$ cat config.mk
export PLATFORM = sky130hd
export DESIGN_NAME = round_robin_schedule_simulator
export DESIGN_NICKNAME = d
export VERILOG_FILES = /design/src/hw/rtl/rrss_pkg.sv /design/src/hw/rtl/round_robin_schedule_simulator.sv
export SDC_FILE = /design/constraint.sdc
export NUM_CORES = 2
export LEC_CHECK = 0
export BUFFER_PORTS_ARGS = -buffer_cell sky130_fd_sc_hd__buf_2
export CAP_MARGIN = 40
export CELL_PAD_IN_SITES_DETAIL_PLACEMENT = 0
export CELL_PAD_IN_SITES_GLOBAL_PLACEMENT = 1
export CORE_MARGIN = 4
export CORE_UTILIZATION = 55
export CTS_CLUSTER_DIAMETER = 150
export CTS_CLUSTER_SIZE = 10
export DETAILED_ROUTE_END_ITERATION = 8
export MAX_ROUTING_LAYER = met4
export PLACE_DENSITY_LB_ADDON = 0.1
export SLEW_MARGIN = 20
export SYNTH_ARGS = -nofsm -noshare
export SYNTH_HDL_FRONTEND = slang
export SYNTH_SLANG_ARGS = --single-unit
$ cat constraint.sdc
create_clock -name i_clk -period 7 [get_ports i_clk]
set_clock_uncertainty 0.15 [all_clocks]
set_input_delay 0.35 -clock i_clk [delete_from_list [all_inputs] [get_ports i_clk]]
set_output_delay 0.35 -clock i_clk [all_outputs]
set_load 0.01 [all_outputs]
$ cat src/hw/rtl/rrss_pkg.sv
// ----------------------------------------------------------------------------
// rrss_pkg
// shared constants for the round-robin schedule simulator
// ----------------------------------------------------------------------------
package rrss_pkg;
    localparam int MAX_JOBS_DEF = 32;
    localparam int TIME_W       = 16;
    localparam int CLK_W        = 24;
    localparam int JOBNUM_W     = 7;
    localparam logic [TIME_W-1:0] QUANTUM_RST = 16'd4;

    // per-job scheduling phase
    typedef enum logic [1:0] {
        PH_WAIT   = 2'd0,
        PH_QUEUED = 2'd1,
        PH_DONE   = 2'd2
    } t_phase;
endpackage

$ cat src/hw/rtl/round_robin_schedule_simulator.sv
// ----------------------------------------------------------------------------
// round_robin_schedule_simulator
// round-robin time slicing over a loaded batch of jobs
// ----------------------------------------------------------------------------
// Each request without last_job is stored while the batch holds fewer than
// MAX_JOBS jobs. A request with last_job starts the simulation over the n
// loaded jobs: every scheduling turn scans all loaded jobs for arrivals
// through the job memories, whose read data is registered. An idle tick
// advances the simulated clock by one and scans again, and a turn that
// preempts its job runs a second scan before the job is queued again.
// Results then leave in load order, each held until the sink accepts it;
// no request is taken until the last result of the batch has been accepted.
module round_robin_schedule_simulator #(
    parameter int MAX_JOBS = rrss_pkg::MAX_JOBS_DEF
) (
    input  logic        i_clk,
    input  logic        i_rst_n,
    input  logic        i_cfg_valid,
    output logic        o_cfg_ready,
    input  logic [15:0] i_cfg_data,
    input  logic        i_valid,
    output logic        o_ready,
    input  logic [15:0] i_arrival_time,
    input  logic [15:0] i_burst_time,
    input  logic        i_last_job,
    output logic        o_valid,
    input  logic        i_ready,
    output logic [6:0]  o_job_number,
    output logic [23:0] o_completion_time,
    output logic [23:0] o_turnaround_time,
    output logic [23:0] o_waiting_time,
    output logic        o_last_result
);
    localparam int IW = $clog2(MAX_JOBS);
    localparam int CW = $clog2(MAX_JOBS + 1);

    typedef enum logic [3:0] {
        S_LOAD, S_SCAN, S_SCAN_W, S_SEL, S_POP, S_RUN, S_RUN_W, S_RESCAN, S_RESCAN_W,
        S_PUSH, S_OUT, S_OUT_W, S_HOLD
    } t_state;

    function automatic logic [6:0] JOBNUM(input logic [CW-1:0] idx);
        logic [7:0] v;
        v = 8'(idx) + 8'd1;
        return v[6:0];
    endfunction

    t_state r_state;
    logic [15:0] r_quantum;
    logic [15:0] arr_mem [MAX_JOBS];
    logic [15:0] bur_mem [MAX_JOBS];
    logic [15:0] rem_mem [MAX_JOBS];
    logic [23:0] fin_mem [MAX_JOBS];
    logic [IW-1:0] ring_mem [MAX_JOBS];
    rrss_pkg::t_phase phase_mem [MAX_JOBS];
    logic [IW-1:0] r_head;
    logic [CW-1:0] r_count, r_loaded, r_done, r_idx;
    logic [23:0] r_clock;
    logic [IW-1:0] r_job;
    logic [15:0] r_arr_q, r_bur_q, r_rem_q;
    logic [23:0] r_fin_q;
    logic [IW-1:0] r_ring_q;
    rrss_pkg::t_phase r_phase_q;
    logic        r_fired;

    logic [15:0] slice;
    logic [IW-1:0] tail;
    logic [CW:0]   tail_sum;
    logic [23:0]   tt;
    logic          admit;

    assign slice = (r_quantum == 16'd0) ? 16'd1 : r_quantum;
    assign tail_sum = (CW+1)'(r_head) + (CW+1)'(r_count);
    assign tail = (tail_sum >= (CW+1)'(MAX_JOBS)) ? IW'(tail_sum - (CW+1)'(MAX_JOBS))
                                                  : IW'(tail_sum);
    assign o_cfg_ready = 1'b1;
    assign o_ready = (r_state == S_LOAD);
    assign tt = r_fin_q - {8'd0, r_arr_q};
    assign admit = (r_state == S_SCAN_W || r_state == S_RESCAN_W) && !r_fired
                   && (r_idx < r_loaded) && (r_phase_q == rrss_pkg::PH_WAIT)
                   && ({8'd0, r_arr_q} <= r_clock) && (r_count < CW'(MAX_JOBS));

    always_ff @(posedge i_clk) begin
        r_arr_q   <= arr_mem[r_idx[IW-1:0]];
        r_bur_q   <= bur_mem[r_idx[IW-1:0]];
        r_fin_q   <= fin_mem[r_idx[IW-1:0]];
        r_phase_q <= phase_mem[r_idx[IW-1:0]];
        r_rem_q   <= rem_mem[r_job];
        r_ring_q  <= ring_mem[r_head];
        if (i_valid && o_ready && r_loaded < CW'(MAX_JOBS)) begin
            arr_mem[r_loaded[IW-1:0]] <= i_arrival_time;
            bur_mem[r_loaded[IW-1:0]] <= i_burst_time;
            rem_mem[r_loaded[IW-1:0]] <= i_burst_time;
        end else if (r_state == S_RUN_W) begin
            if ({8'd0, r_rem_q} <= {8'd0, slice}) rem_mem[r_job] <= 16'd0;
            else rem_mem[r_job] <= r_rem_q - slice;
        end
        if (i_valid && o_ready && r_loaded < CW'(MAX_JOBS))
            phase_mem[r_loaded[IW-1:0]] <= rrss_pkg::PH_WAIT;
        else if (admit)
            phase_mem[r_idx[IW-1:0]] <= rrss_pkg::PH_QUEUED;
        else if (r_state == S_RUN_W && r_rem_q <= slice)
            phase_mem[r_job] <= rrss_pkg::PH_DONE;
        if (r_state == S_RUN_W && r_rem_q <= slice)
            fin_mem[r_job] <= r_clock + {8'd0, r_rem_q};
        if (r_fired) ring_mem[tail] <= r_idx[IW-1:0] - IW'(1);
        else if (r_state == S_PUSH) ring_mem[tail] <= r_job;
    end

    always_ff @(posedge i_clk) begin
        if (!i_rst_n) begin
            r_state <= S_LOAD;
            r_quantum <= rrss_pkg::QUANTUM_RST;
            r_head <= '0; r_count <= '0; r_loaded <= '0; r_done <= '0;
            r_idx <= '0; r_clock <= '0; r_job <= '0; r_fired <= 1'b0;
            o_valid <= 1'b0;
        end else begin
            if (i_cfg_valid) r_quantum <= i_cfg_data;
            r_fired <= 1'b0;
            if (r_fired) r_count <= r_count + CW'(1);
            case (r_state)
                S_LOAD: begin
                    if (i_valid) begin
                        if (r_loaded < CW'(MAX_JOBS))
                            r_loaded <= r_loaded + CW'(1);
                        if (i_last_job) begin
                            r_idx <= '0;
                            r_state <= S_SCAN;
                        end
                    end
                end
                S_SCAN, S_RESCAN: begin
                    // address r_idx presented, wait for read data
                    r_state <= (r_state == S_SCAN) ? S_SCAN_W : S_RESCAN_W;
                end
                S_SCAN_W, S_RESCAN_W: begin
                    if (!r_fired && r_idx < r_loaded) begin
                        if (admit)
                            r_fired <= 1'b1;
                        r_idx <= r_idx + CW'(1);
                        r_state <= (r_state == S_SCAN_W) ? S_SCAN : S_RESCAN;
                    end else if (!r_fired) begin
                        r_state <= (r_state == S_SCAN_W) ? S_SEL : S_PUSH;
                    end
                end
                S_SEL: begin
                    if (r_done >= r_loaded) begin
                        r_idx <= '0;
                        r_state <= S_OUT;
                    end else if (r_count == '0) begin
                        r_clock <= r_clock + 24'd1;
                        r_idx <= '0;
                        r_state <= S_SCAN;
                    end else begin
                        r_state <= S_POP;
                    end
                end
                S_POP: begin
                    r_job <= r_ring_q;
                    r_head <= (r_head == IW'(MAX_JOBS - 1)) ? '0 : r_head + IW'(1);
                    r_count <= r_count - CW'(1);
                    r_state <= S_RUN;
                end
                S_RUN: r_state <= S_RUN_W;
                S_RUN_W: begin
                    r_idx <= '0;
                    if (r_rem_q <= slice) begin
                        r_clock <= r_clock + {8'd0, r_rem_q};
                        r_done <= r_done + CW'(1);
                        r_state <= (r_done + CW'(1) >= r_loaded) ? S_SEL : S_SCAN;
                    end else begin
                        r_clock <= r_clock + {8'd0, slice};
                        r_state <= S_RESCAN;
                    end
                end
                S_PUSH: begin
                    if (r_count < CW'(MAX_JOBS)) r_count <= r_count + CW'(1);
                    r_idx <= '0;
                    r_state <= S_SCAN;
                end
                S_OUT: r_state <= S_OUT_W;
                S_OUT_W: begin
                    o_valid <= 1'b1;
                    o_job_number <= JOBNUM(r_idx);
                    o_completion_time <= r_fin_q;
                    o_turnaround_time <= tt;
                    o_waiting_time <= tt - {8'd0, r_bur_q};
                    o_last_result <= (r_idx + CW'(1) == r_loaded);
                    r_state <= S_HOLD;
                end
                S_HOLD: begin
                    if (i_ready) begin
                        o_valid <= 1'b0;
                        if (o_last_result) begin
                            r_head <= '0; r_count <= '0; r_loaded <= '0; r_done <= '0;
                            r_clock <= '0; r_idx <= '0;
                            r_state <= S_LOAD;
                        end else begin
                            r_idx <= r_idx + CW'(1);
                            r_state <= S_OUT;
                        end
                    end
                end
                default: r_state <= S_LOAD;
            endcase
        end
    end

    a_count_bound: assert property (@(posedge i_clk) disable iff (!i_rst_n)
        r_count <= CW'(MAX_JOBS)) else $error("ring count overflow");
    a_done_bound: assert property (@(posedge i_clk) disable iff (!i_rst_n)
        r_done <= r_loaded) else $error("done exceeds loaded");
    a_ready_out: assert property (@(posedge i_clk) disable iff (!i_rst_n)
        o_valid |-> !o_ready) else $error("load during output");
endmodule
==> results.md <==
- Seq cells post-synth: 2767
- Req. time, crit path: 7.44 ns
- GR Overflow Total: 0
- Most common library cells after synthesis: 2608 x edfxtp_1, 758 x mux4_2, 320 x nor2_1, 308 x nand2_1, 209 x clkbuf_1
- Core footprint: 200000 µm²
- Layout cell share with drive strength beyond 1: 0.259
- Number of enable flip-flop cells after synthesis: 2608
- Max clock buf depth: 4
- Mean post-synth cell area: 19.6 µm²
- Row cnt: 164
- Layout Nets: 6323
- Final Cell Area: 127000 µm²
- Root buf cell: clkbuf_16
- Final Hold Fails: 0
- CP endpoint kind: register
- FMAX: 194 MHz
- Initial core utilization: 0.555
- Leakage power: 40.2 nW
- Post-DP HPWL: 173 mm
- Slew HR: 0.284
- Max-cap violations: 0
- Tot GR Track Use: 0.280
- Post-synthesis cell count: 5677
- Drt first pass iters: 6
- RSZ-0062 raised after global routing: false
- Critical Path Start: r_quantum[4]
- Initial antenna violation count: 15
- Clock slew at reported path FFs: 0.06 ns
- Ys async rst share: 0
- Outcome: completed
- Final setup vio count: 0
- Most common cell in the netlist: edfxtp_1
- Synth warn: 0
- Max-slew violations: 0
- Routed WL: 283 mm
- Sequential fraction of the synthesis area: 0.732
- Vias after detailed routing: 57500
- H-tree depth: 5
- Vias per cell: 6.44
- Detail Route Antenna Nets: 0
- DR DRC count: 0
- Io pins: 137
- Power Dens Cells: 281 nW/µm²
- Hold Crit Start: i_last_job
- First-pass GRT wire length: 410 mm
- Cell variety after synth: 99
- Maximum vdd drop: 226 µV
- Worst Tran Pin Value: 1.07 ns
- DP Area: 117000 µm²
- Clk_lat worst skew: 0.93 ns
- CP Launch Type: register
- Largest net degree at the start of global routing: 126
- DR iter-0 viols: 7044
- CTS tree: built
- Critical Path AT: 5.59 ns
- Reg2reg start: r_quantum[4]
- Die W: 458 µm
- Min-delay worst type: in -> reg
- CTS Buf Count: 326
- Clock sinks: 2767
- Top post-synthesis cells by area: edfxtp_1 70%, mux4_2 15%, dfxtp_1 2.9%
- Most frequently used flop master after synthesis: edfxtp_1
- Buffers on Ports: 135
- Final Cycle Share: 0.737
- Die Ht: 458 µm
- Setup tns final: 0 ns
- Syn_nets: 5870
- Vias in the first global route: 57100
- Min Tclk post-route: 5.16 ns
- Post-synth top area cell: edfxtp_1
- RePlAce Congestion: 0.922
- Post-Syn Area: 111000 µm²
- Die area: 210000 µm²
- Area grow syn2layout: 14.2%
- Worst-path maximum fanout: 14
- Filler Cells Inserted: 13700
- Share of the synthesized area in the top cell type: 0.704
- Setup Crit Path Kind: reg -> reg
- Routed len/inst: 31.6 µm
[metrics by stage]
| step | hold slack, ns | setup WS (ns) | util | cells | total power [mW] |
|---|---|---|---|---|---|
| CTS | 0.0889 | 1.82 | 0.632 | 8902 | 36.0 |
| floorplan | 0.256 | 2.14 | - | 5677 | 20.3 |
| global placement | 0.264 | 1.41 | 0.580 | 8335 | 21.3 |
| detailed placement | 0.278 | 1.85 | 0.585 | 8375 | 21.3 |
| global route | 0.197 | 1.54 | 0.634 | 8922 | 36.9 |
| finish | 0.162 | 1.84 | 0.634 | 8931 | 35.7 |
[flip-flops by register name (all words and copies together) (netlist names), 6 cells and up]
signal             count
rem_mem              512
r_rem_q               16
r_loaded               6
o_turnaround_time     24
r_fin_q               24
r_idx                  6
ring_mem             160
phase_mem             64
bur_mem              512
r_quantum             16
r_bur_q               16
r_count                6
o_waiting_time        24
o_completion_time     24
r_arr_q               16
r_clock               24
r_done                 6
fin_mem              768
o_job_number           7
arr_mem              512
[worst paths after layout]
path	end	cells past startpoint	slack [ns]
worst max register to register	phase_mem[17][0]	14	1.84
worst max-delay path	phase_mem[17][0]	14	1.84
worst min-delay path	r_idx[1]	7	0.16
worst min register to register	o_completion_time[0]	0	0.28
[placed cells by master, fill, tap and decap left out, drive strengths merged, types with 68 or more instances in the layout]
cell type / n
a22oi: 76
ha: 133
inv: 105
nor2: 320
dfxtp: 159
a21oi: 107
xnor2: 74
nand2: 308
buf: 351
edfxtp: 2608
o21ai: 95
clkbuf: 454
dlygate4sd3: 68
mux4: 758
[timing repair]
action,CTS,global route
gates resized for setup,0,0
buffers inserted,0,0
hold buffers,68,0
endpoints found under the hold margin,1062,0
[per-layer routing]
metal  wire [µm]  vias up  track usage
met5           0        -            -
met4        7590        0       0.0726
met3       23600      446       0.0478
met2      132000     2583        0.415
met1      119000    30300        0.411
li1            -    24100            -
[power breakdown]
part	switching (mW)	internal, mW
Clock	6.01	8.63
Sequential	0.122	18.4
Combinational	1.62	0.934
[critical path: stages (launching register included)]
cell and delay, ns:
dfxtp_1 0.36, nor4_1 0.34, a41o_1 0.28, ha_1 0.18, inv_1 0.06, fa_1 0.45, a211oi_1 0.32, o21ai_1 0.19
o311a_1 0.38, o31ai_4 0.50, nand2_1 0.12, buf_4 0.21, a31oi_2 0.51, nand4_1 0.46, nor2_1 0.35
[logic make-up (layout without fill, tap and decap cells)]
group	Yosys count	count (layout)	share of synthesized area
buffers and inverters	400	984	0.0139
adders and majority gates	141	141	0.0162
muxes	797	797	0.157
and+or+nand+nor	930	930	0.0386
xor gates and xnor gates	118	118	0.00929
other	1	15	0.0000337
AOI/OAI and AO/OA	523	523	0.0326
DFF	2767	2767	0.732
[layout make-up]
class,count,area [µm²],share of cell area
Sequential cell,2767,81500,0.641
Multi-Input combinational cell,2510,29100,0.229
Clock buffer,453,8830,0.0694
Timing Repair Buffer,420,3800,0.0299
Tap cell,2656,3320,0.0261
Inverter,105,395,0.00311
Clock inverter,6,63.8,0.000502
Antenna cell,14,35.0,0.000276
(Power assumes the default switching activity.)
